File: config.mk
export PLATFORM = sky130hd
export DESIGN_NAME = lru_key_value_cache_top_flat
export DESIGN_NICKNAME = d
export VERILOG_FILES = /design/src/lkvc_pkg.sv /design/src/lkvc_req_if.sv /design/src/lkvc_rsp_if.sv /design/src/lkvc_cfg_if.sv /design/src/lru_key_value_cache_top.sv /design/src/lkvc_ctrl.sv /design/src/lkvc_dpath.sv /design/src/flat_wrapper.sv
export SDC_FILE = /design/constraint.sdc
export NUM_CORES = 1
export LEC_CHECK = 0
export BUFFER_PORTS_ARGS = -buffer_cell sky130_fd_sc_hd__buf_4
export CORE_ASPECT_RATIO = 0.7
export CORE_MARGIN = 10
export CORE_UTILIZATION = 24
export CTS_CLUSTER_SIZE = 8
export DETAILED_ROUTE_END_ITERATION = 8
export GPL_ROUTABILITY_DRIVEN = 0
export PLACE_DENSITY = 0.42
export SYNTH_ARGS = -nofsm -noshare
export SYNTH_HDL_FRONTEND = slang
export SYNTH_SLANG_ARGS = --single-unit
File: constraint.sdc
create_clock -name i_clk -period 7.9 [get_ports i_clk]
set_input_delay 1.58 -clock i_clk [delete_from_list [all_inputs] [get_ports i_clk]]
set_output_delay 1.58 -clock i_clk [all_outputs]
set_load 0.03 [all_outputs]
File: src/lkvc_pkg.sv
package lkvc_pkg;

    localparam int unsigned DepthDef    = 8;
    localparam int unsigned KeyWidthDef = 32;
    localparam int unsigned KeyW        = 32;
    localparam int unsigned ValW        = 32;
    localparam int unsigned CapW        = 4;

    localparam logic [CapW-1:0] CapReset = 4'd8;

    localparam logic ReqInsert = 1'b0;
    localparam logic ReqGet    = 1'b1;

    typedef enum logic [2:0] {
        ST_IDLE,
        ST_SCAN,
        ST_SCAN_END,
        ST_DECIDE,
        ST_RANK,
        ST_RANK_END,
        ST_FINISH
    } t_state;

    typedef enum logic [1:0] {
        RM_NONE,
        RM_PROMOTE,
        RM_AGE
    } t_rank_mode;

    typedef struct packed {
        logic accept;
        logic clr_addr;
        logic rd_en;
        logic rd_scan;
        logic decide;
        logic load_out;
    } t_cmd;

    typedef struct packed {
        logic addr_last;
        logic need_rank;
        logic out_free;
    } t_status;

endpackage

File: src/lkvc_req_if.sv
interface lkvc_req_if;
    import lkvc_pkg::*;

    logic                   valid;
    logic                   ready;
    logic                   req_type;
    logic [KeyW-1:0]        req_key;
    logic signed [ValW-1:0] req_value;

    modport source (output valid, output req_type, output req_key, output req_value,
                    input ready);
    modport sink (input valid, input req_type, input req_key, input req_value,
                  output ready);
endinterface

File: src/lkvc_rsp_if.sv
interface lkvc_rsp_if;
    import lkvc_pkg::*;

    logic                   valid;
    logic                   ready;
    logic                   found;
    logic signed [ValW-1:0] read_value;
    logic                   evicted;
    logic                   mru_valid;
    logic [KeyW-1:0]        mru_key;

    modport source (output valid, output found, output read_value, output evicted,
                    output mru_valid, output mru_key, input ready);
    modport sink (input valid, input found, input read_value, input evicted,
                  input mru_valid, input mru_key, output ready);
endinterface

File: src/lkvc_cfg_if.sv
interface lkvc_cfg_if;
    import lkvc_pkg::*;

    logic            valid;
    logic            ready;
    logic [CapW-1:0] capacity;

    modport source (output valid, output capacity, input ready);
    modport sink (input valid, input capacity, output ready);
endinterface

File: src/lru_key_value_cache_top.sv
// A request's word is loaded after a key scan and a decision for a get miss or an
// update of a present key, and after a further rank pass when recency ranks change.
// A new request is taken only once the last one's word is loaded; the key scan and
// the rank pass each visit one entry per cycle through the single memory read port.
// Reset empties the store at once, clears the output valid bit and sets capacity to eight.
module lru_key_value_cache_top #(
    parameter int unsigned DEPTH     = lkvc_pkg::DepthDef,
    parameter int unsigned KEY_WIDTH = lkvc_pkg::KeyWidthDef
) (
    input  logic       i_clk,
    input  logic       i_rst_n,
    lkvc_req_if.sink   i_req,
    lkvc_rsp_if.source o_rsp,
    lkvc_cfg_if.sink   i_cfg
);
    import lkvc_pkg::*;

    t_cmd    cmd;
    t_status status;

    assign i_cfg.ready = 1'b1;

    lkvc_ctrl u_ctrl (
        .i_clk       (i_clk),
        .i_rst_n     (i_rst_n),
        .i_req_valid (i_req.valid),
        .o_req_ready (i_req.ready),
        .i_status    (status),
        .o_cmd       (cmd)
    );

    lkvc_dpath #(
        .DEPTH     (DEPTH),
        .KEY_WIDTH (KEY_WIDTH)
    ) u_dpath (
        .i_clk          (i_clk),
        .i_rst_n        (i_rst_n),
        .i_cmd          (cmd),
        .o_status       (status),
        .i_req_type     (i_req.req_type),
        .i_req_key      (i_req.req_key),
        .i_req_value    (i_req.req_value),
        .i_cfg_valid    (i_cfg.valid),
        .i_cfg_capacity (i_cfg.capacity),
        .o_rsp_valid    (o_rsp.valid),
        .i_rsp_ready    (o_rsp.ready),
        .o_found        (o_rsp.found),
        .o_read_value   (o_rsp.read_value),
        .o_evicted      (o_rsp.evicted),
        .o_mru_valid    (o_rsp.mru_valid),
        .o_mru_key      (o_rsp.mru_key)
    );

endmodule

File: src/lkvc_ctrl.sv
module lkvc_ctrl (
    input  logic              i_clk,
    input  logic              i_rst_n,
    input  logic              i_req_valid,
    output logic              o_req_ready,
    input  lkvc_pkg::t_status i_status,
    output lkvc_pkg::t_cmd    o_cmd
);
    import lkvc_pkg::*;

    t_state r_state;
    t_state n_state;

    always_ff @(posedge i_clk) begin
        if (!i_rst_n) begin
            r_state <= ST_IDLE;
        end else begin
            r_state <= n_state;
        end
    end

    always_comb begin
        n_state = r_state;
        unique case (r_state)
            ST_IDLE: begin
                if (i_req_valid) begin
                    n_state = ST_SCAN;
                end
            end
            ST_SCAN: begin
                if (i_status.addr_last) begin
                    n_state = ST_SCAN_END;
                end
            end
            ST_SCAN_END: begin
                n_state = ST_DECIDE;
            end
            ST_DECIDE: begin
                n_state = i_status.need_rank ? ST_RANK : ST_FINISH;
            end
            ST_RANK: begin
                if (i_status.addr_last) begin
                    n_state = ST_RANK_END;
                end
            end
            ST_RANK_END: begin
                n_state = ST_FINISH;
            end
            ST_FINISH: begin
                if (i_status.out_free) begin
                    n_state = ST_IDLE;
                end
            end
            default: begin
                n_state = ST_IDLE;
            end
        endcase
    end

    always_comb begin
        o_cmd       = '0;
        o_req_ready = 1'b0;
        unique case (r_state)
            ST_IDLE: begin
                o_req_ready    = 1'b1;
                o_cmd.clr_addr = 1'b1;
                o_cmd.accept   = i_req_valid;
            end
            ST_SCAN: begin
                o_cmd.rd_en   = 1'b1;
                o_cmd.rd_scan = 1'b1;
            end
            ST_SCAN_END: begin
                o_cmd.clr_addr = 1'b1;
            end
            ST_DECIDE: begin
                o_cmd.decide = 1'b1;
            end
            ST_RANK: begin
                o_cmd.rd_en = 1'b1;
            end
            ST_RANK_END: begin
            end
            ST_FINISH: begin
                o_cmd.load_out = i_status.out_free;
            end
            default: begin
            end
        endcase
    end

endmodule

File: src/lkvc_dpath.sv
module lkvc_dpath #(
    parameter int unsigned DEPTH     = lkvc_pkg::DepthDef,
    parameter int unsigned KEY_WIDTH = lkvc_pkg::KeyWidthDef
) (
    input  logic                                 i_clk,
    input  logic                                 i_rst_n,
    input  lkvc_pkg::t_cmd                       i_cmd,
    output lkvc_pkg::t_status                    o_status,
    input  logic                                 i_req_type,
    input  logic [lkvc_pkg::KeyW-1:0]            i_req_key,
    input  logic signed [lkvc_pkg::ValW-1:0]     i_req_value,
    input  logic                                 i_cfg_valid,
    input  logic [lkvc_pkg::CapW-1:0]            i_cfg_capacity,
    output logic                                 o_rsp_valid,
    input  logic                                 i_rsp_ready,
    output logic                                 o_found,
    output logic signed [lkvc_pkg::ValW-1:0]     o_read_value,
    output logic                                 o_evicted,
    output logic                                 o_mru_valid,
    output logic [lkvc_pkg::KeyW-1:0]            o_mru_key
);
    import lkvc_pkg::*;

    localparam int unsigned IdxW   = (DEPTH > 1) ? $clog2(DEPTH) : 1;
    localparam int unsigned CntW   = $clog2(DEPTH + 1);
    localparam int unsigned CmpW   = (CntW > CapW) ? CntW : CapW;
    localparam int unsigned KeyInW = (KEY_WIDTH < KeyW) ? KEY_WIDTH : KeyW;

    localparam logic [IdxW-1:0] LastIdx  = IdxW'(DEPTH - 1);
    localparam logic [CmpW-1:0] DepthCmp = CmpW'(DEPTH);

    logic [KEY_WIDTH-1:0] r_key_mem  [DEPTH];
    logic [ValW-1:0]      r_val_mem  [DEPTH];
    logic [IdxW-1:0]      r_rank_mem [DEPTH];

    logic [DEPTH-1:0]     r_valid;
    logic [CntW-1:0]      r_count;
    logic [CapW-1:0]      r_capacity;

    logic                 r_req_type;
    logic [KEY_WIDTH-1:0] r_req_key;
    logic [ValW-1:0]      r_req_value;

    logic [IdxW-1:0]      r_addr;
    logic                 r_rd_vld;
    logic                 r_rd_scan;
    logic [IdxW-1:0]      r_rd_idx;
    logic [KEY_WIDTH-1:0] r_rd_key;
    logic [ValW-1:0]      r_rd_val;
    logic [IdxW-1:0]      r_rd_rank;

    logic                 r_hit;
    logic [IdxW-1:0]      r_hit_idx;
    logic [IdxW-1:0]      r_hit_rank;
    logic [ValW-1:0]      r_hit_val;
    logic [IdxW-1:0]      r_lru_idx;
    logic                 r_free_found;
    logic [IdxW-1:0]      r_free_idx;
    logic [KEY_WIDTH-1:0] r_mru_old;

    t_rank_mode           r_mode;
    logic [IdxW-1:0]      r_slot;

    logic                 r_res_found;
    logic [ValW-1:0]      r_res_rval;
    logic                 r_res_evict;
    logic                 r_res_mvalid;
    logic [KeyW-1:0]      r_res_mkey;

    logic                 r_out_vld;
    logic                 r_out_found;
    logic [ValW-1:0]      r_out_rval;
    logic                 r_out_evict;
    logic                 r_out_mvalid;
    logic [KeyW-1:0]      r_out_mkey;

    logic                 rd_live;
    logic [CntW-1:0]      cnt_m1;
    logic [CmpW-1:0]      cap_ext;
    logic [CmpW-1:0]      cap_eff;
    logic                 is_get;
    logic                 ins_new;
    logic                 do_evict;
    logic [IdxW-1:0]      slot;
    t_rank_mode           mode;

    logic                 rank_wr;
    logic [IdxW-1:0]      rank_waddr;
    logic [IdxW-1:0]      rank_wdata;

    always_ff @(posedge i_clk) begin
        if (!i_rst_n) begin
            r_capacity <= CapReset;
        end else if (i_cfg_valid) begin
            r_capacity <= i_cfg_capacity;
        end
    end

    always_ff @(posedge i_clk) begin
        if (i_cmd.accept) begin
            r_req_type  <= i_req_type;
            r_req_key   <= KEY_WIDTH'(i_req_key[KeyInW-1:0]);
            r_req_value <= i_req_value;
        end
    end

    always_ff @(posedge i_clk) begin
        if (!i_rst_n) begin
            r_addr    <= '0;
            r_rd_vld  <= 1'b0;
            r_rd_scan <= 1'b0;
        end else begin
            if (i_cmd.clr_addr) begin
                r_addr <= '0;
            end else if (i_cmd.rd_en && (r_addr != LastIdx)) begin
                r_addr <= r_addr + IdxW'(1);
            end
            r_rd_vld  <= i_cmd.rd_en;
            r_rd_scan <= i_cmd.rd_scan;
        end
    end

    always_ff @(posedge i_clk) begin
        if (i_cmd.rd_en) begin
            r_rd_idx  <= r_addr;
            r_rd_key  <= r_key_mem[r_addr];
            r_rd_val  <= r_val_mem[r_addr];
            r_rd_rank <= r_rank_mem[r_addr];
        end
    end

    assign rd_live = r_valid[r_rd_idx];
    assign cnt_m1  = r_count - CntW'(1);

    always_ff @(posedge i_clk) begin
        if (!i_rst_n) begin
            r_hit        <= 1'b0;
            r_free_found <= 1'b0;
        end else if (i_cmd.accept) begin
            r_hit        <= 1'b0;
            r_free_found <= 1'b0;
            r_mru_old    <= '0;
        end else if (r_rd_vld && r_rd_scan) begin
            if (rd_live && (r_rd_key == r_req_key) && !r_hit) begin
                r_hit      <= 1'b1;
                r_hit_idx  <= r_rd_idx;
                r_hit_rank <= r_rd_rank;
                r_hit_val  <= r_rd_val;
            end
            if (rd_live && (CntW'(r_rd_rank) == cnt_m1)) begin
                r_lru_idx <= r_rd_idx;
            end
            if (rd_live && (r_rd_rank == '0)) begin
                r_mru_old <= r_rd_key;
            end
            if (!rd_live && !r_free_found) begin
                r_free_found <= 1'b1;
                r_free_idx   <= r_rd_idx;
            end
        end
    end

    always_comb begin
        cap_ext = CmpW'(r_capacity);
        if (cap_ext == '0) begin
            cap_eff = CmpW'(1);
        end else if (cap_ext > DepthCmp) begin
            cap_eff = DepthCmp;
        end else begin
            cap_eff = cap_ext;
        end
        is_get   = (r_req_type == ReqGet);
        ins_new  = (r_req_type == ReqInsert) && !r_hit;
        do_evict = ins_new && (CmpW'(r_count) >= cap_eff) && (r_count != '0);
        if (do_evict && (!r_free_found || (r_lru_idx < r_free_idx))) begin
            slot = r_lru_idx;
        end else begin
            slot = r_free_idx;
        end
        if (is_get && r_hit) begin
            mode = RM_PROMOTE;
        end else if (ins_new) begin
            mode = RM_AGE;
        end else begin
            mode = RM_NONE;
        end
    end

    always_ff @(posedge i_clk) begin
        if (!i_rst_n) begin
            r_valid <= '0;
            r_count <= '0;
            r_mode  <= RM_NONE;
        end else if (i_cmd.decide) begin
            r_mode <= mode;
            if (ins_new) begin
                if (do_evict) begin
                    r_valid[r_lru_idx] <= 1'b0;
                end
                r_valid[slot] <= 1'b1;
                r_count       <= do_evict ? r_count : r_count + CntW'(1);
            end
        end
    end

    always_ff @(posedge i_clk) begin
        if (i_cmd.decide) begin
            r_slot       <= slot;
            r_res_found  <= r_hit;
            r_res_rval   <= (is_get && r_hit) ? r_hit_val : '0;
            r_res_evict  <= do_evict;
            r_res_mvalid <= ins_new || (r_count != '0);
            r_res_mkey   <= ((is_get && r_hit) || ins_new) ? KeyW'(r_req_key)
                                                           : KeyW'(r_mru_old);
        end
    end

    always_ff @(posedge i_clk) begin
        if (i_cmd.decide && ins_new) begin
            r_key_mem[slot] <= r_req_key;
        end
        if (i_cmd.decide && !is_get) begin
            r_val_mem[ins_new ? slot : r_hit_idx] <= r_req_value;
        end
    end

    always_comb begin
        rank_wr    = 1'b0;
        rank_waddr = r_rd_idx;
        rank_wdata = r_rd_rank + IdxW'(1);
        if (i_cmd.decide && ins_new) begin
            rank_wr    = 1'b1;
            rank_waddr = slot;
            rank_wdata = '0;
        end else if (r_rd_vld && !r_rd_scan && rd_live) begin
            unique case (r_mode)
                RM_PROMOTE: begin
                    if (r_rd_idx == r_hit_idx) begin
                        rank_wr    = 1'b1;
                        rank_wdata = '0;
                    end else if (r_rd_rank < r_hit_rank) begin
                        rank_wr = 1'b1;
                    end
                end
                RM_AGE: begin
                    rank_wr = (r_rd_idx != r_slot);
                end
                default: begin
                end
            endcase
        end
    end

    always_ff @(posedge i_clk) begin
        if (rank_wr) begin
            r_rank_mem[rank_waddr] <= rank_wdata;
        end
    end

    always_ff @(posedge i_clk) begin
        if (!i_rst_n) begin
            r_out_vld <= 1'b0;
        end else if (i_cmd.load_out) begin
            r_out_vld <= 1'b1;
        end else if (i_rsp_ready) begin
            r_out_vld <= 1'b0;
        end
    end

    always_ff @(posedge i_clk) begin
        if (i_cmd.load_out) begin
            r_out_found  <= r_res_found;
            r_out_rval   <= r_res_rval;
            r_out_evict  <= r_res_evict;
            r_out_mvalid <= r_res_mvalid;
            r_out_mkey   <= r_res_mkey;
        end
    end

    assign o_status.addr_last = (r_addr == LastIdx);
    assign o_status.need_rank = (mode != RM_NONE);
    assign o_status.out_free  = !r_out_vld || i_rsp_ready;

    assign o_rsp_valid  = r_out_vld;
    assign o_found      = r_out_found;
    assign o_read_value = r_out_rval;
    assign o_evicted    = r_out_evict;
    assign o_mru_valid  = r_out_mvalid;
    assign o_mru_key    = r_out_mkey;

    a_count_max: assert property (@(posedge i_clk) disable iff (!i_rst_n)
        CmpW'(r_count) <= DepthCmp)
        else $error("Entry count exceeds the store depth.");

    a_count_valid: assert property (@(posedge i_clk) disable iff (!i_rst_n)
        $countones(r_valid) == int'(r_count))
        else $error("Entry count disagrees with the valid bits.");

    a_slot_valid: assert property (@(posedge i_clk) disable iff (!i_rst_n)
        i_cmd.decide && ins_new |=> r_valid[r_slot])
        else $error("Newly inserted entry is not marked valid.");

    a_evict_res: assert property (@(posedge i_clk) disable iff (!i_rst_n)
        r_out_vld && r_out_evict |-> !r_out_found && r_out_mvalid)
        else $error("Eviction reported on a hit or with an empty store.");

    a_load_free: assert property (@(posedge i_clk) disable iff (!i_rst_n)
        i_cmd.load_out |-> !r_out_vld || i_rsp_ready)
        else $error("Output word overwritten before it was taken.");

endmodule

File: src/flat_wrapper.sv
// flat-port wrapper written by rule: the top's interface ports become plain ports
module lru_key_value_cache_top_flat import lkvc_pkg::*;
#(
    parameter int unsigned DEPTH     = lkvc_pkg::DepthDef,
    parameter int unsigned KEY_WIDTH = lkvc_pkg::KeyWidthDef
)
  (i_clk, i_rst_n, i_req_valid, i_req_req_type, i_req_req_key, i_req_req_value, i_req_ready, o_rsp_valid, o_rsp_found, o_rsp_read_value, o_rsp_evicted, o_rsp_mru_valid, o_rsp_mru_key, o_rsp_ready, i_cfg_valid, i_cfg_capacity, i_cfg_ready);
  lkvc_req_if i_req_i ();
  lkvc_rsp_if o_rsp_i ();
  lkvc_cfg_if i_cfg_i ();
  input  logic i_clk;
  input  logic i_rst_n;
  input wire logic [$bits(i_req_i.valid)-1:0] i_req_valid;
  input wire logic [$bits(i_req_i.req_type)-1:0] i_req_req_type;
  input wire logic [$bits(i_req_i.req_key)-1:0] i_req_req_key;
  input wire logic [$bits(i_req_i.req_value)-1:0] i_req_req_value;
  output wire logic [$bits(i_req_i.ready)-1:0] i_req_ready;
  output wire logic [$bits(o_rsp_i.valid)-1:0] o_rsp_valid;
  output wire logic [$bits(o_rsp_i.found)-1:0] o_rsp_found;
  output wire logic [$bits(o_rsp_i.read_value)-1:0] o_rsp_read_value;
  output wire logic [$bits(o_rsp_i.evicted)-1:0] o_rsp_evicted;
  output wire logic [$bits(o_rsp_i.mru_valid)-1:0] o_rsp_mru_valid;
  output wire logic [$bits(o_rsp_i.mru_key)-1:0] o_rsp_mru_key;
  input wire logic [$bits(o_rsp_i.ready)-1:0] o_rsp_ready;
  input wire logic [$bits(i_cfg_i.valid)-1:0] i_cfg_valid;
  input wire logic [$bits(i_cfg_i.capacity)-1:0] i_cfg_capacity;
  output wire logic [$bits(i_cfg_i.ready)-1:0] i_cfg_ready;
  assign i_req_i.valid = i_req_valid;
  assign i_req_i.req_type = i_req_req_type;
  assign i_req_i.req_key = i_req_req_key;
  assign i_req_i.req_value = i_req_req_value;
  assign i_req_ready = i_req_i.ready;
  assign o_rsp_valid = o_rsp_i.valid;
  assign o_rsp_found = o_rsp_i.found;
  assign o_rsp_read_value = o_rsp_i.read_value;
  assign o_rsp_evicted = o_rsp_i.evicted;
  assign o_rsp_mru_valid = o_rsp_i.mru_valid;
  assign o_rsp_mru_key = o_rsp_i.mru_key;
  assign o_rsp_i.ready = o_rsp_ready;
  assign i_cfg_i.valid = i_cfg_valid;
  assign i_cfg_i.capacity = i_cfg_capacity;
  assign i_cfg_ready = i_cfg_i.ready;
  lru_key_value_cache_top #(.DEPTH(DEPTH), .KEY_WIDTH(KEY_WIDTH)) u_core (.i_clk(i_clk), .i_rst_n(i_rst_n), .i_req(i_req_i), .o_rsp(o_rsp_i), .i_cfg(i_cfg_i));
endmodule
==> summary.md, run 1 <==
| Metric | Value |
|---|---|
| Status | `complete, no violations` |
| Post-synthesis instance area | `34100 um2` |
| Nets | `1923` |
| Global Route Usage Sum | `0.101` |
| Avg Cell Area, Syn | `21.5 um2` |
| Via count | `15600` |
| Register bit total from synthesis | `913` |
| Gr ovfl total | `0` |
| Post-synthesis async set-or-reset flop share | `0` |
| Hold_buf cts | `0` |
| Max-Cap Viols | `0` |
| Placed Area | `37600 um2` |
| Root Driver | `clkbuf_16` |
| Tot Pwr | `11.2 mW` |
| Pwr Density | `272 nW/um2` |
| Clock latency at the later pin of the worst-skew pair | `0.71 ns` |
| Final min period | `3.84 ns` |
| Post-route cell area | `41200 um2` |
| Die width | `471 um` |
| Sw power | `2.41 mW` |
| Worst-margin pin slew | `1.11 ns` |
| Setup crit start | `u_core.u_dpath.cap_ext[1]` |
| Post-DRT Antenna Nets | `0` |
| Place WS | `3.79 ns` |
| HP Start | `u_core.u_dpath.r_rd_val[23]` |
| Die height | `336 um` |
| Period utilization | `0.487` |
| Post-synth top area share | `0.778` |
| Final wirelength | `81000 um` |
| Longest Clk Path Bufs | `3` |
| H-tree depth | `4` |
| DIE AREA | `158000 um2` |
| Port bufs | `142` |
| CP Capture Type | `register` |
| Yosys warns | `0` |
| Count leader, synth | `edfxtp_1` |
| Drc violations | `0` |
| Final Max Tran Viols | `0` |
| Fmax | `260 MHz` |
| Final hold vios | `0` |
| Vias in the first global route | `16900` |
| Yosys top cell by area | `edfxtp_1` |
| Reg2Reg Launch Point | `u_core.u_dpath.cap_ext[1]` |
| Slew margin rel. | `0.258` |
| Critical path class | `register to register` |
| Switch share | `0.215` |
| Hold Path Class | `register to register` |
| Ports | `144` |
| Comb power frac | `0.043` |
| Share of power burned in registers | `0.511` |
| Iteration-0 DRC Markers | `1230` |
| Fillers | `13700` |
| Dpl hpwl | `47300 um` |
| # clock sinks | `913` |
| Layout cell share with drive strength beyond 1 | `0.322` |
| Pleak | `12.8 nW` |
| Row count | `115` |
| Worst Skew | `0.0209 ns` |
| Largest net degree at the start of global routing | `62` |
| First-pass GRT wire length | `118000 um` |
| Top cells by instance count after synthesis | `edfxtp_1, mux4_2, mux2_2, and2_1, clkbuf_1` |
| First-pass DRT Iterations | `6` |
| Ys flop type | `edfxtp_1` |
| Hold slack | `0.408 ns` |
| Post-route setup slack | `4.06 ns` |
| Ranking of synthesized cells by area | `edfxtp_1, mux4_2, mux2_2, dfxtp_1, and2_1` |
| Seq/Total Area, Yosys | `0.795` |
| Post-synth EDFFs | `884` |
| Detail-routed via count per cell | `4.17` |
| Post-CTS Repair Setup Buffers | `0` |
| TritonCTS buffer count | `132` |
| Net Count, Synth | `1684` |
| Antenna violations before repair | `4` |
| Max FO, Critical Path | `32` |
| Req. time, crit path | `8.23 ns` |
| CTS clk-pin slew, worst paths | `0.05 ns` |
| Cell count after synthesis | `1591` |
| Library cells used by synthesis | `65` |
| RSZ-0062 raised after global routing | `no` |
| Share of total power in the clock network | `0.445` |
| Total core area | `141000 um2` |
| Maximum VDD drop | `0.131 mV` |
| P_int | `8.79 mW` |
| Area Overhead vs Synth | `20.6%` |
| Detailed-route wire length per cell | `21.7 um` |
| Worst path arrival time | `4.17 ns` |
| Startpoint Class | `register` |
| PostCTS Resize Cnt | `0` |
| Post-Route Setup TNS | `0 ns` |
| Starting Density | `0.242` |
| Setup-failing EPs final | `0` |
| CTS tree | `built` |
==> state kept, by name, indices dropped and copies added, names as in the netlist, 4 cells and up <==
register / count
u_core.u_dpath.r_res_mkey: 32
u_core.u_dpath.r_req_key: 32
u_core.u_dpath.r_count: 4
u_core.u_dpath.r_val_mem: 256
u_core.u_dpath.r_rd_val: 32
u_core.u_dpath.r_valid: 8
u_core.u_dpath.r_key_mem: 256
u_core.u_dpath.r_req_value: 32
u_core.u_dpath.r_hit_val: 32
u_core.u_dpath.o_mru_key: 32
u_core.u_dpath.r_rank_mem: 24
u_core.u_dpath.o_read_value: 32
u_core.u_dpath.cap_ext: 4
u_core.u_dpath.r_mru_old: 32
u_core.u_dpath.r_rd_key: 32
u_core.u_dpath.r_res_rval: 32
==> critical path: stages (launching register included) <==
cell and delay [ns]:
dfxtp_1 0.36, nor2_1 0.06, nor2_1 0.12, nor2_1 0.06, ha_1 0.26, nand2b_1 0.16
a2111oi_2 0.36, or3_1 0.75, inv_8 0.10, a21oi_2 0.20, o21ai_1 0.21, nor3_2 0.25
buf_4 0.54
==> layout by cell type (no fill, tap or decap), types with 3 or more instances in the layout <==
cell,instances
clkbuf_16,134
inv_6,10
nand3_1,7
xnor2_1,29
clkbuf_1,22
or3_1,3
o21ai_0,12
nor4_1,12
a21boi_0,4
edfxtp_1,884
a31oi_1,9
xor2_1,18
dfxtp_4,3
mux4_2,136
inv_1,19
mux2i_1,6
buf_4,172
o21ai_1,8
dfxtp_1,26
nor2_4,9
and2_1,69
a21oi_1,3
ha_1,17
a41oi_1,3
a31o_2,3
o211ai_1,9
nor2_1,24
nor3_1,14
mux2_2,101
nand4_1,6
nand2b_1,5
nand2_1,25
nor2b_1,6
nor3_2,10
==> logic make-up after synthesis <==
kind of cell	count (synthesis)	synth area share
xor gates and xnor gates	47	0.0121
and+or+nand+nor	202	0.0331
buffers and inverters	89	0.0119
DFF	913	0.795
muxes	243	0.125
AOI/OAI and AO/OA	77	0.0163
other	1	0.000110
adders and majority gates	19	0.00697
==> per-stage QoR <==
| step | instances | utilization |
|---|---|---|
| detailed placement | 3568 | 0.267 |
| finish | 3739 | 0.292 |
| global route | 3738 | 0.292 |
| CTS | 3738 | 0.292 |
| floorplan | 1591 | - |
| global placement | 3568 | 0.267 |
==> routing by layer <==
metal  GRT usage  up-vias  part of all wire
li1            -     6880                 -
met1       0.138     8240              0.47
met2       0.159      341              0.47
met3      0.0250      113             0.045
met4      0.0300        4             0.018
met5           0        -           0.00033
==> worst paths after layout <==
| check | endpoint | depth (start not counted) | slack, ns |
|---|---|---|---|
| max | u_core.u_dpath.r_val_mem[3][17] | 12 | 4.06 |
| min | u_core.u_dpath.r_hit_val[23] | 0 | 0.41 |
| max reg2reg | u_core.u_dpath.r_val_mem[3][17] | 12 | 4.06 |
| min reg2reg | u_core.u_dpath.r_hit_val[23] | 0 | 0.41 |
==> power by group through the flow <==
stage                     clock network (mW)  logic (mW)  registers, mW
after floorplan                            0       0.313           5.74
after global placement                     0       0.503           5.81
after detailed placement                   0       0.506           5.82
after CTS                               5.16       0.508           5.73
after global routing                    5.37       0.536           5.75
final                                   4.99       0.485           5.73
==> layout make-up <==
class	instances	area, um2	share of cell area
clock inverters	13	128	0.00310
repair buffers	172	1290	0.0314
diodes	1	2.50	0.0000608
well taps	1872	2340	0.0569
flip-flops and latches	913	27100	0.659
clock buffers	157	3450	0.0838
multi-input cells	589	6720	0.163
inverters	22	93.8	0.00228
No activity file was read; power rests on OpenSTA's default activity.
==> run 2: changes to the inputs <==
==> constraint.sdc (replaced) <==
create_clock -name i_clk -period 3.8 [get_ports i_clk]
set_input_delay 0.76 -clock i_clk [delete_from_list [all_inputs] [get_ports i_clk]]
set_output_delay 0.76 -clock i_clk [all_outputs]
set_load 0.03 [all_outputs]
==> run 2 against run 1 <==
  * First-iteration DRC count decreased by 4.9%
  * Sequential share of layout area decreased by 0.74 points
  * Global-route usage about the same
  * Total power increased by 110%
  * Clock power increased by 110%
  * Flip-flop and latch count unchanged
  * Utilization increased by 0.33 points
  * Via count increased by 0.63%
  * Register-to-register slack got worse by 3.6 ns
==> summary.md, run 2 (synthesis results as in run 1) <==
| Metric | Value |
|---|---|
| Status | `complete, no violations` |
| Die width | `471 um (unchanged)` |
| Post-route setup slack | `0.430 ns (-3.63 ns)` |
| Row count | `115 (unchanged)` |
| Slew margin rel. | `0.362 (+0.104)` |
| Fmax | `297 MHz (+14%)` |
| Most Used Layer, Global Route | `met2` |
| Post-Route Setup TNS | `0 ns (unchanged)` |
| Final Max Tran Viols | `0 (unchanged)` |
| Largest net degree at the start of global routing | `72 (+16%)` |
| Placed Area | `38000 um2 (+1.1%)` |
| M1 GR Usage | `0.143 (+0.00488)` |
| Setup-failing EPs final | `0 (unchanged)` |
| Clock latency at the later pin of the worst-skew pair | `0.73 ns (+0.02 ns)` |
| First-pass GRT wire length | `119000 um (+0.19%)` |
| Final hold vios | `0 (unchanged)` |
| Post-route cell area | `41600 um2 (+1.1%)` |
| Max FO, Critical Path | `32 (unchanged)` |
| Antenna violations before repair | `8 (+4)` |
| Final wirelength | `80300 um (-0.87%)` |
| Global Route Usage Sum | `0.102 (about the same)` |
| Hold slack | `0.204 ns (-0.204 ns)` |
| Worst path arrival time | `3.77 ns (-0.40 ns)` |
| Biggest regs | `u_core.u_dpath.r_key_mem: 256 flops, u_core.u_dpath.r_val_mem: 256 flops` |
| Placed insts | `3587 (+0.53%)` |
| Root Driver | `clkbuf_16` |
| Dpl hpwl | `47800 um (+1.2%)` |
| Post-CTS Repair Setup Buffers | `0 (unchanged)` |
| Drc violations | `0 (unchanged)` |
| Detailed-route wire length per cell | `21.4 um (-1.1%)` |
| Ports | `144 (unchanged)` |
| Pwr Density | `562 nW/um2 (+110%)` |
| Total core area | `141000 um2 (unchanged)` |
| Req. time, crit path | `4.20 ns (-4.03 ns)` |
| Iteration-0 DRC Markers | `1170 (-4.9%)` |
| Gr ovfl total | `0 (unchanged)` |
| First-pass DRT Iterations | `6 (unchanged)` |
| Starting Density | `0.242 (unchanged)` |
| Vias in the first global route | `17000 (+0.27%)` |
| Detail-routed via count per cell | `4.18 (+0.44%)` |
| Met3 usage | `0.0277 (+0.00271)` |
| Via count | `15700 (+0.63%)` |
| Startpoint Class | `register` |
| Hold Path Class | `input port to register` |
| Max-Cap Viols | `0 (unchanged)` |
| CP Capture Type | `register` |
| Layout cell share with drive strength beyond 1 | `0.332 (+0.00947)` |
| Die height | `336 um (unchanged)` |
| Longest Clk Path Bufs | `3 (unchanged)` |
| Period utilization | `0.887 (+0.400)` |
| Final min period | `3.37 ns (-0.474 ns)` |
| Place WS | `0.393 ns (-3.40 ns)` |
| RSZ-0062 raised after global routing | `no` |
| Most frequent cells in the layout | `edfxtp_1, buf_4, clkbuf_16` |
| Met2 usage | `0.149 (-0.0101)` |
| CTS clk-pin slew, worst paths | `0.05 ns (about the same)` |
| CTS tree | `built` |
| Area Overhead vs Synth | `22.0%` |
| Worst-margin pin slew | `0.957 ns (-0.156 ns)` |
| H-tree depth | `4 (unchanged)` |
| Fillers | `13600 (-0.51%)` |
| PostCTS Resize Cnt | `0 (unchanged)` |
| DIE AREA | `158000 um2 (unchanged)` |
| # clock sinks | `913 (unchanged)` |
| Critical path class | `register to register` |
| Hold_buf cts | `0 (unchanged)` |
| Non-Filler Instances | `3746 (+0.19%)` |
| Most common cell after layout, fill and taps aside | `edfxtp_1` |
| Worst Skew | `0.0275 ns (+0.00655 ns)` |
| Maximum VDD drop | `0.403 mV (+210%)` |
| TritonCTS buffer count | `133 (+0.76%)` |
| Post-DRT Antenna Nets | `0 (unchanged)` |
| Nets | `1943 (+1.0%)` |
| Pleak | `13.0 nW (+1.5%)` |
| Port bufs | `142 (unchanged)` |
## run 2: final cells by class
cell class,count,area (um2),share of cell area
flip-flops and latches,913,27100,0.652
multi-input cells,589,6750,0.162
clock buffers,148,3490,0.0838
well taps,1872,2340,0.0563
repair buffers,191,1680,0.0404
clock inverters,10,129,0.00310
inverters,22,97.6,0.00234
diodes,1,2.50,0.0000601
## run 2: worst paths after layout
kind,from,to,slack [ns],cells past startpoint
min,i_req_req_key[14],u_core.u_dpath.r_req_key[14],0.20,1
max reg2reg,u_core.u_dpath.cap_ext[2],u_core.u_dpath.r_val_mem[7][14],0.43,12
max,u_core.u_dpath.cap_ext[2],u_core.u_dpath.r_val_mem[7][14],0.43,12
min reg2reg,u_core.u_dpath.r_res_rval[31],u_core.u_dpath.o_read_value[31],0.41,0
## run 2: per-layer routing
metal  wire, um  share of wire  vias up
met1      38900           0.48     8250
met4       1860          0.023        6
met3       4300          0.054      130
li1           -              -     6928
met2      35200           0.44      362
met5         28        0.00035        -
## run 2: critical path, stage by stage (launching register included)
cell       delay (ns)
dfxtp_1          0.36
nor2_1           0.06
nor2_1           0.09
nor2_1           0.06
ha_1             0.25
nand2b_1         0.15
a2111oi_2        0.36
or3_1            0.49
inv_8            0.10
a21oi_2          0.20
o21ai_1          0.29
nor3_2           0.34
buf_12           0.25
## run 2: per-stage QoR
stage                util  power [mW]
global placement    0.270        13.1
global route        0.296        24.4
finish              0.296        23.4
detailed placement  0.270        13.2
CTS                 0.296        23.8
floorplan               -        12.6
## run 2: report_power, final
part	switching, mW	internal (mW)	total [mW]	leakage (nW)
registers	0.332	11.6	11.9	8.28
clock network	4.07	6.40	10.5	1.77
logic	0.617	0.424	1.04	2.98
==> run 3: changes to the inputs <==
--- a/config.mk
+++ b/config.mk
@@ -8,11 +8,11 @@
 export BUFFER_PORTS_ARGS = -buffer_cell sky130_fd_sc_hd__buf_4
 export CORE_ASPECT_RATIO = 0.7
 export CORE_MARGIN = 10
-export CORE_UTILIZATION = 24
+export CORE_UTILIZATION = 61
 export CTS_CLUSTER_SIZE = 8
 export DETAILED_ROUTE_END_ITERATION = 8
 export GPL_ROUTABILITY_DRIVEN = 0
-export PLACE_DENSITY = 0.42
+export PLACE_DENSITY = 0.83
 export SYNTH_ARGS = -nofsm -noshare
 export SYNTH_HDL_FRONTEND = slang
 export SYNTH_SLANG_ARGS = --single-unit
==> run 3 against run 2 <==
  * First-iteration DRC count grew 99%
  * Non-clock buffer count shrank 13
  * Global-route usage grew 14 points
  * Clock power is essentially flat
  * Maximum frequency shrank 7.1%
  * Routed wire length shrank 1.0%
  * Clock skew grew 0.0052 ns
  * Worst setup slack lost 0.26 ns
  * Cell area shrank 3.9%
  * Die area shrank 58%
  * Largest cell class unchanged
  * Highest routed layer unchanged
==> summary.md, run 3 (synthesis results as in run 1) <==
| Metric | Value |
|---|---|
| Hold_buf cts | `0 (unchanged)` |
| RSZ-0062 raised after global routing | `no` |
| CP Capture Type | `register` |
| Hold Path Class | `input port to register` |
| WP buf/inv | `1 (-1)` |
| Final min period | `3.63 ns (+0.259 ns)` |
| Dpl hpwl | `40500 um (-15%)` |
| Worst path arrival time | `3.89 ns (+0.12 ns)` |
| Antenna violations before repair | `3 (-5)` |
| Detail-routed via count per cell | `6.55 (+56%)` |
| Root Driver | `clkbuf_16` |
| Slowest-stage cell, CP | `nor2_4` |
| Die height | `218 um (-35%)` |
| Area Overhead vs Synth | `17.3%` |
| Longest Clk Path Bufs | `3 (unchanged)` |
| P_int | `18.3 mW (-0.29%)` |
| Sequential cell area | `27100 um2 (unchanged)` |
| Req. time, crit path | `4.06 ns (-0.14 ns)` |
| Most common cell after layout, fill and taps aside | `edfxtp_1` |
| Maximum VDD drop | `0.370 mV (-8.1%)` |
| DIE AREA | `66000 um2 (-58%)` |
| Multi-input gate area | `6750 um2 (about the same)` |
| Drc violations | `0 (unchanged)` |
| Sw power | `5.00 mW (-0.28%)` |
| Comb power frac | `0.043 (about the same)` |
| Post-route cell area | `40000 um2 (-3.9%)` |
| TritonCTS buffer count | `132 (-0.75%)` |
| Critical path class | `register to register` |
| Fmax | `276 MHz (-7.1%)` |
| Pleak | `12.9 nW (-0.73%)` |
| Post-DRT Antenna Nets | `0 (unchanged)` |
| Post-CTS Repair Setup Buffers | `0 (unchanged)` |
| Die width | `303 um (-36%)` |
| Worst Skew | `0.0327 ns (+0.00520 ns)` |
| Max-Cap Viols | `0 (unchanged)` |
| Largest net degree at the start of global routing | `73 (+1.4%)` |
| Final hold vios | `0 (unchanged)` |
| Worst-margin pin slew | `1.30 ns (+0.347 ns)` |
| First-pass GRT wire length | `118000 um (-0.41%)` |
| Period utilization | `0.955 (+0.0681)` |
| Status | `complete, no violations` |
| Clock latency at the later pin of the worst-skew pair | `0.68 ns (-0.05 ns)` |
| Nets | `1929 (-0.72%)` |
| Final Max Tran Viols | `0 (unchanged)` |
| H-tree depth | `4 (unchanged)` |
| Final Core Density | `0.724 (+0.428)` |
| Top delay family on crit path | `simple AND/OR/NAND/NOR gates` |
| Vias in the first global route | `17900 (+5.7%)` |
| Via count | `17100 (+8.9%)` |
| Iteration-0 DRC Markers | `2326 (+99%)` |
| Antenna Diode Count | `0 (-1)` |
| CTS clk-pin slew, worst paths | `0.05 ns (about the same)` |
| Fillers | `2983 (-78%)` |
| Switch share | `0.214 (about the same)` |
| Starting Density | `0.617 (+0.375)` |
| Tot Pwr | `23.3 mW (-0.28%)` |
| Slew margin rel. | `0.129 (-0.233)` |
| Total core area | `55300 um2 (-61%)` |
| Most frequent cells in the layout | `edfxtp_1, buf_4, mux4_2, clkbuf_16, mux2_2` |
| Ports | `144 (unchanged)` |
| CTS tree | `built` |
| PostCTS Resize Cnt | `0 (unchanged)` |
| Final wirelength | `79400 um (-1.0%)` |
| # clock sinks | `913 (unchanged)` |
| Biggest regs | `u_core.u_dpath.r_key_mem: 256 flops, u_core.u_dpath.r_val_mem: 256 flops` |
| Startpoint Class | `register` |
| Detailed-route wire length per cell | `30.5 um (+42%)` |
| Global Route Usage Sum | `0.244 (+0.142)` |
| Placed Area | `36400 um2 (-4.2%)` |
| Most used cell, CP | `nor2_1` |
| Hold slack | `0.258 ns (+0.0538 ns)` |
| Port bufs | `142 (unchanged)` |
| Max FO, Critical Path | `32 (unchanged)` |
| Layout cell share with drive strength beyond 1 | `0.324 (-0.00804)` |
| First-pass DRT Iterations | `6 (unchanged)` |
| Row count | `72 (-37%)` |
| Gr ovfl total | `0 (unchanged)` |
| Largest stage delay on the critical path | `0.96 ns (+0.47 ns)` |
| Share of total power in the clock network | `0.445 (-0.002)` |
| Critical Path, Cell by Cell | `nor2_1 > nor2_1 > nor2_1 > ha_1 > nand2b_1 > a2111oi_2 > or3_1 > buf_4 > nor4_1 > a31oi_1 > nor2_4` |
| Setup-failing EPs final | `0 (unchanged)` |
| Share of power burned in registers | `0.511 (+0.003)` |
| Pwr Density | `583 nW/um2 (+3.7%)` |
## run 3: cell types whose count changed in the layout (fill, tap and decap cells not counted), moves of 2 or more
cell       previous run  this run
clkbuf_1             10        18
ha_2                  2         0
clkbuf_16           138       136
buf_12               20        14
buf_4               171       164
ha_1                 17        19
inv_6                 4         6
## run 3: power by group through the flow
stage	combinational [mW]	sequential [mW]	clock, mW
after floorplan	0.656	11.9	0
after global placement	0.949	12.1	0
after detailed placement	0.980	12.1	0
after CTS	1.02	11.9	10.5
after global routing	1.08	12.0	10.9
final	1.02	11.9	10.4
## run 3: final cells by class
cell class / instances / area share
clock buffers: 154 / 0.0867
clock inverters: 11 / 0.00325
inverters: 22 / 0.00244
multi-input cells: 589 / 0.169
flip-flops and latches: 913 / 0.678
well taps: 740 / 0.0231
repair buffers: 178 / 0.0378
## run 3: path summary, 6_finish.rpt
path         slack (ns)                         endpoint                           from  cells after the start
min                0.26    u_core.u_dpath.r_req_value[3]             i_req_req_value[3]                      1
max                0.17  u_core.u_dpath.r_key_mem[1][26]      u_core.u_dpath.cap_ext[2]                     11
min reg2reg        0.40  u_core.u_dpath.o_read_value[28]  u_core.u_dpath.r_res_rval[28]                      0
max reg2reg        0.17  u_core.u_dpath.r_key_mem[1][26]      u_core.u_dpath.cap_ext[2]                     11
## run 3: per-stage QoR
step | cells | worst slack (ns) | setup TNS (ns)
2_1_floorplan | 1591 | -0.802 | -128.19
3_3_place_gp | 2442 | 0.320 | 0
3_5_place_dp | 2442 | 0.212 | 0
4_1_cts | 2607 | 0.178 | 0
5_1_grt | 2607 | 0.0356 | 0
6_report | 2607 | 0.171 | 0
## run 3: layer usage
layer	up-vias	wire, um	track usage
met5	-	13	0
met4	2	1790	0.0733
met3	171	7660	0.0622
met2	1176	39900	0.396
met1	8833	30000	0.325
li1	6888	-	-
## run 3: worst register-to-register path, stage by stage (launching register included)
cell and delay, ns:
dfxtp_1 0.35, nor2_1 0.05, nor2_1 0.09, nor2_1 0.06, ha_1 0.26, nand2b_1 0.11, a2111oi_2 0.07, or3_1 0.52
buf_4 0.27, nor4_1 0.31, a31oi_1 0.14, nor2_4 0.96
